[src/design/clr_pkg.sv]
`timescale 1ns / 1ps
package clr_pkg;

  localparam int COORD_BITS_DEF = 10;
  localparam int COLOR_BITS_DEF = 16;
  localparam int REG_BITS       = 11;
  localparam int CFG_IDX_BITS   = 1;

  localparam logic [REG_BITS-1:0] WIDTH_RST  = REG_BITS'(320);
  localparam logic [REG_BITS-1:0] HEIGHT_RST = REG_BITS'(240);

  typedef enum logic {
    OP_START = 1'b0,
    OP_STEP  = 1'b1
  } op_t;

  typedef enum logic [CFG_IDX_BITS-1:0] {
    CFG_SCREEN_WIDTH  = 1'b0,
    CFG_SCREEN_HEIGHT = 1'b1
  } cfg_idx_t;

endpackage

[src/design/clipped_line_rasterizer_unit.sv]
`timescale 1ns / 1ps
// Bresenham line rasterizer with per-pixel clipping. A start item (operation 0) loads
// two endpoints and a colour and produces no result; each step item (operation 1)
// while a line is active produces one pixel, with last_pixel on the final one; a
// step with no active line produces nothing. Takes one item per clock: the error term
// add-compare-update is combinational and the pixel lands in an output
// register, so in_stall is only raised while that register is full and out_stall is
// high. Diagonal pixels are clipped one by one against screen_width/screen_height as
// they stand at each step; horizontal and vertical lines run from the smaller to the
// larger coordinate and are entirely hidden when their far end is off screen, judged
// at start. Configuration writes are always ready and take effect on the next item.
module clipped_line_rasterizer_unit #(
  parameter int COORD_BITS = clr_pkg::COORD_BITS_DEF,
  parameter int COLOR_BITS = clr_pkg::COLOR_BITS_DEF
) (
  input  logic                             clk,
  input  logic                             rst_n,
  input  logic                             in_valid,
  output logic                             in_stall,
  input  logic                             in_operation,
  input  logic [COORD_BITS-1:0]            in_start_x,
  input  logic [COORD_BITS-1:0]            in_start_y,
  input  logic [COORD_BITS-1:0]            in_end_x,
  input  logic [COORD_BITS-1:0]            in_end_y,
  input  logic [COLOR_BITS-1:0]            in_line_color,
  output logic                             out_valid,
  input  logic                             out_stall,
  output logic [COORD_BITS-1:0]            out_pixel_x,
  output logic [COORD_BITS-1:0]            out_pixel_y,
  output logic [COLOR_BITS-1:0]            out_pixel_color,
  output logic                             out_visible,
  output logic                             out_last_pixel,
  input  logic                             cfg_valid,
  output logic                             cfg_ready,
  input  logic [clr_pkg::CFG_IDX_BITS-1:0] cfg_index,
  input  logic [clr_pkg::REG_BITS-1:0]     cfg_data
);
  import clr_pkg::*;

  localparam int ERR_BITS = COORD_BITS + 3;
  localparam int CMP_BITS = (COORD_BITS > REG_BITS) ? COORD_BITS : REG_BITS;

  logic [REG_BITS-1:0] scr_w_r, scr_h_r;

  logic                       busy_r;
  logic [COORD_BITS-1:0]      cur_x_r, cur_y_r, tgt_x_r, tgt_y_r, dx_r, dy_r;
  logic signed [ERR_BITS-1:0] err_r;
  logic                       neg_x_r, neg_y_r, x_major_r, aa_hidden_r;
  logic [COLOR_BITS-1:0]      color_r;

  logic                       busy_nxt;
  logic [COORD_BITS-1:0]      cur_x_nxt, cur_y_nxt, tgt_x_nxt, tgt_y_nxt, dx_nxt, dy_nxt;
  logic signed [ERR_BITS-1:0] err_nxt;
  logic                       neg_x_nxt, neg_y_nxt, x_major_nxt, aa_hidden_nxt;
  logic [COLOR_BITS-1:0]      color_nxt;

  logic                  out_valid_r;
  logic [COORD_BITS-1:0] out_x_r, out_y_r;
  logic [COLOR_BITS-1:0] out_color_r;
  logic                  out_vis_r, out_last_r;

  logic accept, do_start, do_step;

  // start decode
  logic                       s_aa;
  logic [COORD_BITS-1:0]      s_x0, s_y0, s_x1, s_y1, s_dx, s_dy, s_major, s_minor;
  logic                       s_neg_x, s_neg_y, s_xmaj;

  // step decode
  logic                       last, vis;
  logic signed [ERR_BITS-1:0] dbl_dx, dbl_dy, err_adj;
  logic [COORD_BITS-1:0]      mv_x, mv_y;

  assign cfg_ready = 1'b1;
  assign in_stall  = out_valid_r & out_stall;
  assign accept    = in_valid & ~in_stall;
  assign do_start  = accept & (in_operation == OP_START);
  assign do_step   = accept & (in_operation == OP_STEP) & busy_r;

  always_comb begin
    s_aa = (in_start_x == in_end_x) || (in_start_y == in_end_y);
    if (s_aa && (in_start_x > in_end_x)) begin
      s_x0 = in_end_x;
      s_x1 = in_start_x;
    end else begin
      s_x0 = in_start_x;
      s_x1 = in_end_x;
    end
    if (s_aa && (in_start_y > in_end_y)) begin
      s_y0 = in_end_y;
      s_y1 = in_start_y;
    end else begin
      s_y0 = in_start_y;
      s_y1 = in_end_y;
    end
    s_neg_x = s_x1 < s_x0;
    s_neg_y = s_y1 < s_y0;
    s_dx    = s_neg_x ? (s_x0 - s_x1) : (s_x1 - s_x0);
    s_dy    = s_neg_y ? (s_y0 - s_y1) : (s_y1 - s_y0);
    s_xmaj  = s_dx > s_dy;
    s_major = s_xmaj ? s_dx : s_dy;
    s_minor = s_xmaj ? s_dy : s_dx;
  end

  always_comb begin
    last   = x_major_r ? (cur_x_r == tgt_x_r) : (cur_y_r == tgt_y_r);
    vis    = ~aa_hidden_r && (CMP_BITS'(cur_x_r) < CMP_BITS'(scr_w_r))
                          && (CMP_BITS'(cur_y_r) < CMP_BITS'(scr_h_r));
    dbl_dx = $signed({2'b00, dx_r, 1'b0});
    dbl_dy = $signed({2'b00, dy_r, 1'b0});
    mv_x   = neg_x_r ? (cur_x_r - 1'b1) : (cur_x_r + 1'b1);
    mv_y   = neg_y_r ? (cur_y_r - 1'b1) : (cur_y_r + 1'b1);
    err_adj = err_r;
  end

  always_comb begin
    busy_nxt      = busy_r;
    cur_x_nxt     = cur_x_r;
    cur_y_nxt     = cur_y_r;
    tgt_x_nxt     = tgt_x_r;
    tgt_y_nxt     = tgt_y_r;
    dx_nxt        = dx_r;
    dy_nxt        = dy_r;
    err_nxt       = err_r;
    neg_x_nxt     = neg_x_r;
    neg_y_nxt     = neg_y_r;
    x_major_nxt   = x_major_r;
    aa_hidden_nxt = aa_hidden_r;
    color_nxt     = color_r;
    if (do_start) begin
      busy_nxt      = 1'b1;
      cur_x_nxt     = s_x0;
      cur_y_nxt     = s_y0;
      tgt_x_nxt     = s_x1;
      tgt_y_nxt     = s_y1;
      dx_nxt        = s_dx;
      dy_nxt        = s_dy;
      neg_x_nxt     = s_neg_x;
      neg_y_nxt     = s_neg_y;
      x_major_nxt   = s_xmaj;
      color_nxt     = in_line_color;
      aa_hidden_nxt = s_aa && ((CMP_BITS'(s_x1) >= CMP_BITS'(scr_w_r))
                            || (CMP_BITS'(s_y1) >= CMP_BITS'(scr_h_r)));
      err_nxt       = $signed({2'b00, s_minor, 1'b0}) - $signed({3'b000, s_major});
    end else if (do_step) begin
      if (last) begin
        busy_nxt = 1'b0;
      end else if (x_major_r) begin
        if (err_r >= 0) begin
          cur_y_nxt = mv_y;
          err_nxt   = err_adj - dbl_dx + dbl_dy;
        end else begin
          err_nxt   = err_adj + dbl_dy;
        end
        cur_x_nxt = mv_x;
      end else begin
        if (err_r >= 0) begin
          cur_x_nxt = mv_x;
          err_nxt   = err_adj - dbl_dy + dbl_dx;
        end else begin
          err_nxt   = err_adj + dbl_dx;
        end
        cur_y_nxt = mv_y;
      end
    end
  end

  always_ff @(posedge clk) begin
    if (!rst_n) begin
      scr_w_r <= WIDTH_RST;
      scr_h_r <= HEIGHT_RST;
    end else if (cfg_valid && cfg_ready) begin
      unique case (cfg_index)
        CFG_SCREEN_WIDTH:  scr_w_r <= cfg_data;
        CFG_SCREEN_HEIGHT: scr_h_r <= cfg_data;
        default: ;
      endcase
    end
  end

  always_ff @(posedge clk) begin
    if (!rst_n) begin
      busy_r      <= 1'b0;
      cur_x_r     <= '0;
      cur_y_r     <= '0;
      tgt_x_r     <= '0;
      tgt_y_r     <= '0;
      dx_r        <= '0;
      dy_r        <= '0;
      err_r       <= '0;
      neg_x_r     <= 1'b0;
      neg_y_r     <= 1'b0;
      x_major_r   <= 1'b0;
      aa_hidden_r <= 1'b0;
      color_r     <= '0;
    end else begin
      busy_r      <= busy_nxt;
      cur_x_r     <= cur_x_nxt;
      cur_y_r     <= cur_y_nxt;
      tgt_x_r     <= tgt_x_nxt;
      tgt_y_r     <= tgt_y_nxt;
      dx_r        <= dx_nxt;
      dy_r        <= dy_nxt;
      err_r       <= err_nxt;
      neg_x_r     <= neg_x_nxt;
      neg_y_r     <= neg_y_nxt;
      x_major_r   <= x_major_nxt;
      aa_hidden_r <= aa_hidden_nxt;
      color_r     <= color_nxt;
    end
  end

  // output item register
  always_ff @(posedge clk) begin
    if (!rst_n) begin
      out_valid_r <= 1'b0;
    end else if (do_step) begin
      out_valid_r <= 1'b1;
    end else if (!out_stall) begin
      out_valid_r <= 1'b0;
    end
  end

  always_ff @(posedge clk) begin
    if (do_step) begin
      out_x_r     <= cur_x_r;
      out_y_r     <= cur_y_r;
      out_color_r <= color_r;
      out_vis_r   <= vis;
      out_last_r  <= last;
    end
  end

  assign out_valid       = out_valid_r;
  assign out_pixel_x     = out_x_r;
  assign out_pixel_y     = out_y_r;
  assign out_pixel_color = out_color_r;
  assign out_visible     = out_vis_r;
  assign out_last_pixel  = out_last_r;

endmodule
[config.mk]
export PLATFORM = sky130hd
export DESIGN_NAME = clipped_line_rasterizer_unit
export DESIGN_NICKNAME = d
export VERILOG_FILES = /design/src/design/clr_pkg.sv /design/src/design/clipped_line_rasterizer_unit.sv
export SDC_FILE = /design/constraint.sdc
export NUM_CORES = 1
export LEC_CHECK = 0
export ABC_CLOCK_PERIOD_IN_PS = 10370
export BUFFER_PORTS_ARGS = -buffer_cell sky130_fd_sc_hd__buf_2
export CORE_AREA = 2 2 303 185
export CTS_CLUSTER_SIZE = 28
export DETAILED_ROUTE_END_ITERATION = 6
export DIE_AREA = 0 0 305 187
export GPL_ROUTABILITY_DRIVEN = 0
export HOLD_SLACK_MARGIN = 0.12
export PLACE_DENSITY = 0.47
export SYNTH_ARGS = -nofsm -noshare
export SYNTH_HDL_FRONTEND = slang
export SYNTH_SLANG_ARGS = --single-unit
export TNS_END_PERCENT = 5
[constraint.sdc]
create_clock -name clk -period 10.37 [get_ports clk]
set_clock_uncertainty 0.15 [all_clocks]
set_input_delay 0 -clock clk [delete_from_list [all_inputs] [get_ports clk]]
set_output_delay 0 -clock clk [all_outputs]
set_load 0.005 [all_outputs]
==> results by stage, run 1 <==
Run status:
- The flow ran to the end, and the final reports show no timing, DRC or antenna violations.

Floorplan:
- In this run the vertical extent of the chip is 187 µm.
- For this configuration, the core starts out at a cell density of 0.2463.
- Measured along the x axis, the die boundary spans 305 µm.
- The total die area is 57,040 µm².
- The number of core rows is 67.
- The area of the core is 54,740 µm².
- The I/O pin count is 115.

Setup path:
- The critical path startpoint category is a primary input.
- In this design, the critical path's most frequently occurring cell is a21oi_1.
- The critical path is of the primary input to register type.
- The endpoint kind of the worst setup timing path is a register.
- The largest single stage delay on the critical path is 640 ps.
- In this run the worst setup path begins at in_start_x[7].
- Of all nets on the critical path, the largest fanout is 14.
- For the worst setup path, the data arrival time is 9540 ps.
- In this run the critical register-to-register path is launched from dx_r[0]$_SDFFE_PN0P_.
- The setup slack on the worst flop-to-flop path is 5750 ps.
- The critical path's slowest cell is ha_1.
- The data required time of the critical path is 10,620 ps.

Power and ir drop:
- The maximum VDD drop is 0.1402 mV.
- The total power draw is 0.002997 W.
- For this design the static power due to leakage is 7.082 nW.
- Power spread over the standard cell area amounts to 181.1 nW/µm².

Logic synthesis:
- The proportion of synthesized chip area in sequential cells is 0.2568.
- The share of synthesized flip-flops with an asynchronous set or reset is 0.
- Summing every instance area after synthesis gives 13,490 µm².
- The post-synthesis xor/xnor area fraction is 0.06356.
- The synthesized design spends more area on one cell type than any other, namely dfxtp_1.
- The synthesized netlist contains 83 unique library cells.
- Among all flip-flop cells after synthesis, the most frequent one is dfxtp_1.
- The largest family of logic cells by synthesized area is compound AO/OA/AOI/OAI gates.
- Yosys attributes the largest share of cell area to dfxtp_1 17%, ha_1 13%, edfxtp_1 8.5%, nand2_1 6.5%, a21oi_1 5.7%.
- The number of nets handed over by synthesis was 1,904.
- The simple-gate portion of the synthesized area is 0.1676.
- The number of standard cells after synthesis is 1,666.
- The fraction of the mapped netlist area in compound gates is 0.2245.
- The number of flops mapped to enable cells by yosys is 38.
- The mux cell area share after synthesis is 0.05363.
- The adder-cell share of the synthesized area is 0.1672.
- The portion of synthesized cell area occupied by the leading cell type is 0.1722.
- In this run the mean area of a mapped cell was 8.094 µm².
- The count of yosys warnings during synthesis is 0.
- After synthesis the netlist holds a flip-flop and latch count of 154.

Finish:
- The finished layout holds 2,592 standard cells, fillers aside.
- For this run, the share of the core covered by cells in the final layout is 0.3023.
- The number of nets at the end of the flow is 2,092.
- The fraction of final layout cells with drive strength greater than 1 is 0.1136.
- The count of filler cells inserted in the layout is 5,888.
- Relative to the synthesized area, the layout overhead comes to 22.69%.

STA:
- For the pin with the worst max-slew slack, the measured transition is 1089 ps.
- The max-slew violation total from the final report was 0.
- The minimum clock period is 9291 ps.
- Of the available clock period, the critical path in the final layout requires 0.8959.
- Setup violations remaining at the end of the flow were counted as 0.
- The worst slew margin relative to its limit is 0.2716.
- Based on the critical path, the design can be clocked at up to 107.6 MHz.
- The count of final hold-check violations is 0.
- For the final routed database, the setup TNS stands at 0 ps.
- Setup repair after global routing left no endpoint under its margin.

Clocking:
- The clock insertion delay at the later pin of the skew report is 460 ps.
- The tree is rooted in a clkbuf_16.
- The number of hold buffers added after CTS was 116.
- After clock tree synthesis, the clock-pin slew on the worst setup and hold paths is 80 ps.
- Counting along the longest clock path gives a buffer depth of 2.
- The CTS H-tree depth is 4.
- TritonCTS created 17 clock buffers.
- The clock net in this run drives a total of 154 sinks.
- Buffers added to address setup during post-CTS repair amount to 0.
- The TritonCTS clock tree is done.
- Post-CTS repair changed the size of 0 cells.

GRT:
- The number of antenna violations at the first check in global routing is 2.
- Entering global routing, the biggest net connects 66 pins.
- The number of global-route vias before repair is 12,282.
- Summed over all layers, the global routing overflow is 0.
- The overall global routing resource usage is 0.1620.
- The first global-routing pass estimated 72,530 µm of wire.

Run:
- Max-cap violations in this run came to 0.

Worst hold path:
- In this run the most critical hold path is launched from in_end_y[4].
- The type of the worst min-delay path is primary input to register.

Detailed routing:
- The ratio of routed vias to standard cells is 4.952.
- The number of detailed-routing iterations run before antenna repair is 5.
- The detail route stage leaves a number of antenna-violating nets equal to 0.
- After detailed routing, the number of remaining DRC violations is 0.
- The routed layout has 12,836 vias.
- For this block, the initial DRC count from the detailed router was 991.
- The average wire per cell in the routed design is 18.00 µm.
- The detailed-route wire length is 46,660 µm.

Placement:
- The total placed cells including tap cells is 2,443.
- The half-perimeter wire length of the detailed placement result is 36,140 µm.
- Port buffering added 113 buffers.
==> kinds of logic after synthesis <==
group | Yosys count
muxes | 57
DFF | 154
other | 1
xor gates and xnor gates | 97
and+or+nand+nor | 498
adders and majority gates | 164
AOI/OAI and AO/OA | 465
buffers and inverters | 230
==> layout make-up <==
| type | count | area, µm² | share of cell area |
|---|---|---|---|
| Multi-Input combinational cell | 1282 | 9148 | 0.5529 |
| Sequential cell | 154 | 3463 | 0.2093 |
| Timing Repair Buffer | 246 | 1854 | 0.1121 |
| Tap cell | 724 | 905.9 | 0.05475 |
| Inverter | 153 | 575.6 | 0.03479 |
| Clock buffer | 17 | 425.4 | 0.02571 |
| Clock inverter | 15 | 171.4 | 0.01036 |
| Antenna cell | 1 | 2.502 | 0.0001512 |
==> cell usage after synthesis (all sizes together) (24+ instances only) <==
| cell type | count |
|---|---|
| fa | 27 |
| nor2 | 108 |
| dfxtp | 116 |
| o21ai | 81 |
| edfxtp | 38 |
| nand2 | 232 |
| clkbuf | 49 |
| a21oi | 153 |
| mux2i | 38 |
| nor2b | 28 |
| nand3 | 24 |
| buf | 28 |
| inv | 153 |
| a21o | 47 |
| o211ai | 34 |
| xor2 | 41 |
| a211oi | 31 |
| xnor2 | 56 |
| ha | 137 |
==> power by group <==
part	total [W]	switching (W)	internal (W)
combinational	0.00163	0.000898	0.000728
clock	0.000660	0.000333	0.000326
sequential	0.000711	0.0000510	0.000659
total	0.00300	0.00128	0.00171
==> per-stage QoR <==
step / setup slack [ps] / cell area (µm²) / hold slack [ps]
floorplan: 2394 / 13490 / -14.04
global placement: 1591 / 14790 / 102.2
detailed placement: 1304 / 14790 / 98.42
CTS: 1238 / 16540 / 128.2
global route: 243.6 / 16550 / 190.4
finish: 1079 / 16550 / 151.3
==> sequential cells by signal, indices dropped and copies added, names as in the netlist, 10 cells and up <==
register / cells
color_r: 16
cur_x_r: 10
cur_y_r: 10
dx_r: 10
dy_r: 10
err_adj: 12
out_pixel_color: 16
out_pixel_x: 10
out_pixel_y: 10
scr_h_r: 11
scr_w_r: 11
tgt_x_r: 10
tgt_y_r: 10
==> per-layer routing <==
| layer | global-route usage | up-vias | part of all wire |
|---|---|---|---|
| met5 | 0 | - | 0.00030 |
| met4 | 0.02932 | 2 | 0.0089 |
| met3 | 0.03240 | 34 | 0.074 |
| met2 | 0.2107 | 417 | 0.37 |
| met1 | 0.2655 | 6152 | 0.55 |
| li1 | - | 6231 | - |
==> cell usage in the layout, fill, tap and decap left out, types with 8 or more instances in the layout <==
cell type and instances:
nand2_1 232, a21oi_1 153, inv_1 151, ha_1 137, dfxtp_1 116, dlygate4sd3_1 116
buf_2 113, nor2_1 106, o21ai_0 78, xnor2_1 56, a21o_1 47, xor2_1 40
edfxtp_1 38, mux2i_1 37, o211ai_1 34, a211oi_1 29, nor2b_1 27, fa_1 27
nand2b_1 23, nand3_1 23, nor3_1 22, o21a_1 19, clkbuf_16 17, buf_4 17
nand4_1 14, o21bai_1 12, a31oi_1 11, o22ai_1 10, or3_1 10, mux4_2 10
and3_1 9, nor4_1 9, mux2_2 8
==> final timing paths <==
check / end / cells after the start
worst max-delay path: err_adj[10]$_SDFFE_PN0P_ / 40
worst min-delay path: cur_y_r[4]$_SDFFE_PN0P_ / 7
worst max register to register: err_adj[11]$_SDFFE_PN0P_ / 15
worst min register to register: out_pixel_color[13]$_DFFE_PP_ / 0
==> worst max-delay path, delay by kind of cell <==
kind	cells	cell delay [ps]
buffers and inverters	5	1070
AND/OR/NAND/NOR	8	1650
multiplexers	2	570
adder cells (fa/ha/maj)	4	1610
AO/OA/AOI/OAI	19	3930
XOR/XNOR	2	710
Note: power is estimated with default switching activity, not from simulation.
==> run 2: changes to the inputs <==
- CORE_AREA: 2 2 303 185 -> 2 2 194 120
- DIE_AREA: 0 0 305 187 -> 0 0 196 122
- PLACE_DENSITY: 0.47 -> 0.88
- SETUP_SLACK_MARGIN: unset -> 0.5
==> run 2 against run 1 <==
Global-route usage increased by 21 points. Flip-flop and latch count unchanged. Cell count decreased by 17%. Sequential share of layout area increased by 0.79 points. Maximum frequency decreased by 1.2%. First-iteration DRC count increased by 110%.
==> results by stage, run 2 (synthesis gave the netlist of run 1 again) <==
STA:
- The worst slew margin relative to its limit is 0.1705.
- Across all setup checks in the final design, the least slack found is 966.8 ps.
- Timing would allow up to 106.3 MHz.
- For the final routed database, the setup TNS stands at 0 ps.
- The final critical-path share of the clock period is 0.9068.
- Setup violations remaining at the end of the flow were counted as 0.
- The count of final hold-check violations is 0.
- The minimum clock period is 9403 ps.
- The max-slew violation total from the final report is 0.
- The measured slew at the worst slew-check pin is 1241 ps.
- Setup repair after global routing left no endpoint under its margin.

Detailed routing:
- The DRC marker count from the first detailed-route iteration is 2,057.
- The count of unresolved DRC violations after routing is 0.
- Summing over every cut layer, the via total after detailed routing is 13,982.
- The average wire per cell in the routed design is 20.36 µm.
- Once detail routing completed, the nets flagged for antenna violations numbered 0.
- The ratio of routed vias to standard cells is 6.497.
- The first TritonRoute pass finished after 6 iterations.
- The detailed-route wire length is 43,810 µm.

Finish:
- The finished cells cover 15,940 µm².
- The number of nets at the end of the flow is 2,084.
- In the layout the commonest cells are 232 x nand2_1, 153 x a21oi_1, 151 x inv_1.
- The number of standard cells in the final layout excluding fillers is 2,152.
- The most frequent standard cell in the layout excluding fill and tap cells is nand2_1.
- The count of filler cells inserted in the layout is 1,558.
- The area added between synthesis and finish is 18.21%.
- In the final layout, the share of cells above drive strength 1 is 0.1108.

Power and ir drop:
- The worst-case IR drop observed on VDD is 0.1390 mV.
- The share of total power in combinational logic is 0.542.
- The clock network fraction of total power is 0.219.
- Summed over all cells, the static leakage comes to 7.098 nW.
- Of the total power, registers draw 0.239.
- The cell internal power dissipation is 0.001730 W.
- In this run the power spent charging and discharging nets is 0.001265 W.
- In this run the power density over the cells is 187.9 nW/µm².
- Of the total power, the share spent switching nets is 0.4225.

Clocking:
- The H-tree was split into 4 levels.
- The TritonCTS clock tree is done.
- Clock-pin slew was measured on the worst setup and hold paths at 70 ps.
- The count of clock tree sinks is 154.
- In this run the clock root is driven by a clkbuf_16.
- The number of clock buffers inserted by TritonCTS is 17.
- Post-CTS timing repair inserted 0 buffers for setup.
- At the later pin of the worst-skew pair, clock insertion delay measures 460 ps.
- The maximum clock insertion buffer count is 2.

Setup path:
- The worst path arrival time is 9660 ps.
- For this run, the slowest stage of the critical path takes 620 ps.
- In this design, the critical path's most frequently occurring cell is a21oi_1.
- The category of the critical setup timing path is primary input to register.
- The worst setup path is captured at a register.
- The critical path startpoint category is a primary input.
- Of all nets on the critical path, the largest fanout is 16.
- Data on the critical path is required at its endpoint by 10,620 ps.
- The slowest stage of the critical path belongs to the cell ha_1.

Placement:
- Detailed placement finished with a half-perimeter wire length of 29,640 µm.
- Summing all placed instances gives a cell area of 14,200 µm².
- The post-placement worst setup slack is 1503 ps.
- The number of buffer cells added on primary ports is 113.
- Counting tap cells, the placed design contains a total of 2,006 instances.

GRT:
- Global routing finished with a remaining overflow of 0.
- Across every metal layer, demand over resource in global routing totals 0.3705.
- The number of global-route vias before repair is 13,465.
- The largest net degree at the start of global routing is 87.
- The number of antenna violations at the first check in global routing was 0.
- The wire length of the first global-routing pass is 69,770 µm.

Run status:
- The run finished with clean final reports.

Floorplan:
- The die covers 23,910 µm².
- The horizontal die dimension is 196 µm.
- The initial utilization of the core area, before any placement, comes to 0.6025.
- Measured along the y axis, the die boundary spans 122 µm.
- The area of the core is 22,380 µm².
- The I/O pin count is 115.
- The number of core rows is 43.

Worst hold path:
- In this run the worst hold path is classified as primary input to register.

Run:
- The tool flagged a number of max-cap violations equal to 0.
-- run 2: cell count changes in the layout (fill, tap and decap cells not counted), sizes merged --
cell	before	now
clkinvlp	0	3
bufinv	0	1
clkinv	7	3
dlygate4sd3	116	113
buf	130	125
-- run 2: per-stage QoR --
step | hold slack [ps] | power (W) | util
floorplan | -14.04 | 0.001901 | -
global placement | 103.2 | 0.002184 | 0.6345
detailed placement | 104.2 | 0.002249 | 0.6345
CTS | 123.7 | 0.002936 | 0.7118
global route | 183.3 | 0.003177 | 0.7122
finish | 178.6 | 0.002995 | 0.7123
-- run 2: worst paths after layout --
check	from	end	slack, ps	depth (start not counted)
hold / removal	in_end_x[5]	tgt_x_r[5]$_SDFFE_PN0P_	180	5
setup / recovery	in_end_x[7]	err_adj[10]$_SDFFE_PN0P_	970	41
setup reg to reg	dx_r[1]$_SDFFE_PN0P_	err_adj[11]$_SDFFE_PN0P_	5900	15
hold reg to reg	color_r[11]$_SDFFE_PN0P_	out_pixel_color[11]$_DFFE_PP_	280	0
-- run 2: worst max-delay path: cells and delay by family --
| family | cells | cell delay, ps |
|---|---|---|
| buffers and inverters | 6 | 1300 |
| and+or+nand+nor | 8 | 1660 |
| AOI/OAI and AO/OA | 19 | 3830 |
| adders and majority gates | 4 | 1560 |
| muxes | 2 | 640 |
| xor gates and xnor gates | 2 | 650 |
-- run 2: area by class of cell --
type / instances / area, µm² / share of cell area
multi-input combinational: 1282 / 9149 / 0.5739
sequential: 154 / 3463 / 0.2173
timing repair buffer: 238 / 1787 / 0.1121
inverter: 153 / 575.6 / 0.03610
clock buffer: 17 / 425.4 / 0.02669
tap: 292 / 365.4 / 0.02292
clock inverter: 15 / 173.9 / 0.01091
antenna: 1 / 2.502 / 0.0001570
-- run 2: power by group through the flow --
stage	Sequential [W]	Combinational (W)	Clock [W]
after floorplan	0.000705	0.00120	0
after global placement	0.000723	0.00146	0
after detailed placement	0.000726	0.00152	0
after CTS	0.000713	0.00157	0.000652
after global routing	0.000721	0.00178	0.000676
final	0.000715	0.00162	0.000656
-- run 2: timing repair --
action,4_1_cts,5_1_grt
hold buffers,113,0
endpoints found under the setup margin,0,1
resized for setup,0,1
endpoints found under the hold margin,129,0
-- run 2: per-layer routing --
layer	global-route usage	up-vias	routed length, µm
met5	0	-	0
met1	0.4887	6498	17740
met3	0.1146	199	6246
li1	-	6218	-
met2	0.5636	1067	18310
met4	0.1591	0	1520
==> run 3: changes to the inputs <==
- ABC_CLOCK_PERIOD_IN_PS: 10370 -> 8550
- CORE_AREA: 2 2 194 120 -> 2 2 204 126
- DIE_AREA: 0 0 196 122 -> 0 0 206 128
- PLACE_DENSITY: 0.88 -> 0.85
- clock period: 10.37 -> 8.55 ns (I/O delays scaled with it)
==> run 3 against run 2 <==
Sequential share of layout area shrank 0.47 points. Flip-flop and latch count is the same. Total power grew 25%. Via count grew 0.97%. Non-clock buffer count grew 19. Cell count grew 2.6%. Critical path depth shrank 3. Combinational power grew 27%. Die area grew 10%. Utilization shrank 5.1 points. Critical path type unchanged. Critical endpoint unchanged.
==> results by stage, run 3 (synthesis gave the netlist of run 1 again) <==
Run status:
- The flow ran to the end, and the final reports show no timing, DRC or antenna violations.

Floorplan:
- The number of core rows is 45.
- The die boundary height is 128 µm.
- The die is 206 µm wide.
- 115 I/O pins were placed.
- The starting density of the core is 0.5468.
- The total area inside the core boundary comes to 24,660 µm².
- The total die area is 26,370 µm².

Setup path:
- The critical path's most frequent cell is a21oi_2.
- The worst path arrival time is 8330 ps.
- The slowest stage of the critical path belongs to the cell dlygate4sd3_1.
- STA classifies the critical path endpoint as a register.
- The category of the critical setup timing path is primary input to register.
- The data required time of the critical path is 8790 ps.
- STA classifies the critical path startpoint as a primary input.
- For this run, the slowest stage of the critical path takes 570 ps.
- The maximum net fanout on the critical path is 7.

Detailed routing:
- The ratio of routed vias to standard cells is 6.391.
- The routed length on met2 is 19,360 µm.
- The detail route stage leaves a number of antenna-violating nets equal to 0.
- The met3 routed wirelength is 6617 µm.
- After detailed routing, the number of remaining DRC violations is 0.
- The DRC marker count from the first detailed-route iteration is 2,122.
- Before antenna repair, the detailed router went through 7 iterations.
- The average wire per cell in the routed design is 20.83 µm.
- The final layout contains routed wiring with a total length of 46,020 µm.
- The detailed-route wire length on metal 1 is 18,520 µm.
- The via total after detailed routing is 14,118.
- The highest metal layer used by the detailed router is met4.

Power and ir drop:
- The net switching power of the design is 0.001592 W.
- The sequential cell fraction of total power is 0.234.
- Across the VDD grid, the largest voltage drop is 0.1993 mV.
- The share of total power dissipated in combinational logic is 0.553.
- The analysis attributes to cell leakage a power of 7.188 nW.
- The clock network fraction of total power is 0.213.
- The power density of the placed cells is 229.2 nW/µm².
- The cell internal power dissipation is 0.002143 W.
- Of the total power, the share spent switching nets is 0.4262.

Clocking:
- The cell at the root of the clock tree is clkbuf_16.
- TritonCTS built the clock tree.
- The clock insertion delay at the later pin of the skew report is 450 ps.
- The clock-pin slew on the worst setup and hold paths is 80 ps.
- The CTS H-tree depth is 4.
- The number of clock buffers inserted by TritonCTS is 17.
- The count of clock tree sinks is 154.
- In this run the deepest clock path goes through 2 buffers.

GRT:
- The first global-routing pass estimated 69,210 µm of wire.
- For this run the aggregate overflow at the end of global routing stands at 0.
- The number of antenna violations at the first check in global routing was 2.
- The number of global-route vias before repair is 13,207.
- Entering global routing, the biggest net connects 64 pins.
- The overall global routing resource usage is 0.3315.

Placement:
- OpenSTA, run right after detailed placement, puts the worst setup slack at 186.1 ps.
- Once detailed placement completed, the half-perimeter wirelength came to 30,120 µm.
- Buffers placed on the I/O ports in this run total 113.

STA:
- The sum of negative setup slack is 0 ps.
- The worst slew margin relative to its limit is 0.2160.
- Setup violations remaining at the end of the flow were counted as 0.
- Setup slack closes at 458.6 ps.
- The fmax is 123.6 MHz.
- Subtracting the final worst setup slack from the clock period gives 8091 ps.
- The max-slew violation total from the final report is 0.
- The measured slew at the worst slew-check pin is 1173 ps.
- Setup repair after global routing left no endpoint under its margin.
- The count of final hold-check violations is 0.
- Of the available clock period, the critical path in the final layout requires 0.9464.

Finish:
- The top cell types in the final layout, fill and taps aside, are 232 x nand2_1, 151 x inv_1, 149 x a21oi_1.
- The number of nets at the end of the flow is 2,103.
- Compared with the post-synthesis result, the final layout area differs by 20.84%.
- The library cell used most frequently in the layout, excluding fill and tap cells, is nand2_1.
- The final design utilization is 0.6608.
- Of the cells placed in the final design, the portion with a size suffix greater than 1 is 0.1358.

Worst hold path:
- In this run the worst hold path is classified as primary input to register.

Run:
- The tool flagged a number of max-cap violations equal to 0.
-- run 3: changes by cell type in the layout (fill, tap and decap cells not counted), sizes merged --
cell         delta
clkinvlp        -1
clkinv          +1
diode           +1
buf            +23
dlygate4sd3     -4
-- run 3: metrics by stage --
stage | std cells | hold WS (ps) | cell area (µm²) | total power (W)
2_1_floorplan | 1666 | -14.04 | 13490 | 0.002306
3_3_place_gp | 2060 | 102.1 | 14380 | 0.002669
3_5_place_dp | 2060 | 110.9 | 14380 | 0.002737
4_1_cts | 2200 | 127.6 | 16060 | 0.003572
5_1_grt | 2208 | 162.5 | 16290 | 0.003926
6_report | 2209 | 157.0 | 16300 | 0.003735
-- run 3: power by group through the flow --
stage	registers, W	clock network (W)	logic [W]
after floorplan	0.000854	0	0.00145
after global placement	0.000885	0	0.00178
after detailed placement	0.000888	0	0.00185
after CTS	0.000872	0.000784	0.00192
after global routing	0.000881	0.000819	0.00223
final	0.000876	0.000795	0.00206
-- run 3: layout make-up --
class / instances / area (µm²)
clock inverters: 15 / 175.2
repair buffers: 257 / 1923
diodes: 2 / 5.005
fillers: 1770 / 8366
inverters: 153 / 575.6
flip-flops and latches: 154 / 3463
multi-input cells: 1282 / 9316
well taps: 329 / 411.6
clock buffers: 17 / 425.4
-- run 3: critical path: cells and delay by family --
family | cells | cell delay (ps)
AOI/OAI and AO/OA | 18 | 3670
and+or+nand+nor | 7 | 1170
adders and majority gates | 4 | 1320
buffers and inverters | 5 | 1130
muxes | 2 | 580
xor gates and xnor gates | 2 | 440
-- run 3: path summary, 6_finish.rpt --
check        slack (ps)               startpoint  cells after the start                      endpoint
max reg2reg        4140     dx_r[1]$_SDFFE_PN0P_                     15      err_adj[11]$_SDFFE_PN0P_
min reg2reg         280  color_r[2]$_SDFFE_PN0P_                      0  out_pixel_color[2]$_DFFE_PP_
min                 160              in_end_y[1]                      7       cur_y_r[1]$_SDFFE_PN0P_
max                 460              in_end_x[0]                     38      err_adj[10]$_SDFFE_PN0P_
-- run 3: routing by layer --
| layer | vias up | GRT usage |
|---|---|---|
| met4 | 0 | 0.1013 |
| met5 | - | 0 |
| met3 | 196 | 0.1045 |
| li1 | 6255 | - |
| met1 | 6546 | 0.4545 |
| met2 | 1121 | 0.4978 |
-- run 3: timing repair --
item                                    in CTS  in global routing
endpoints found under the setup margin       0                  8
setup buffers                                0                  6
hold endpoints to repair                   130                  1
gates resized for setup                      0                 35
hold buffers                               108                  1
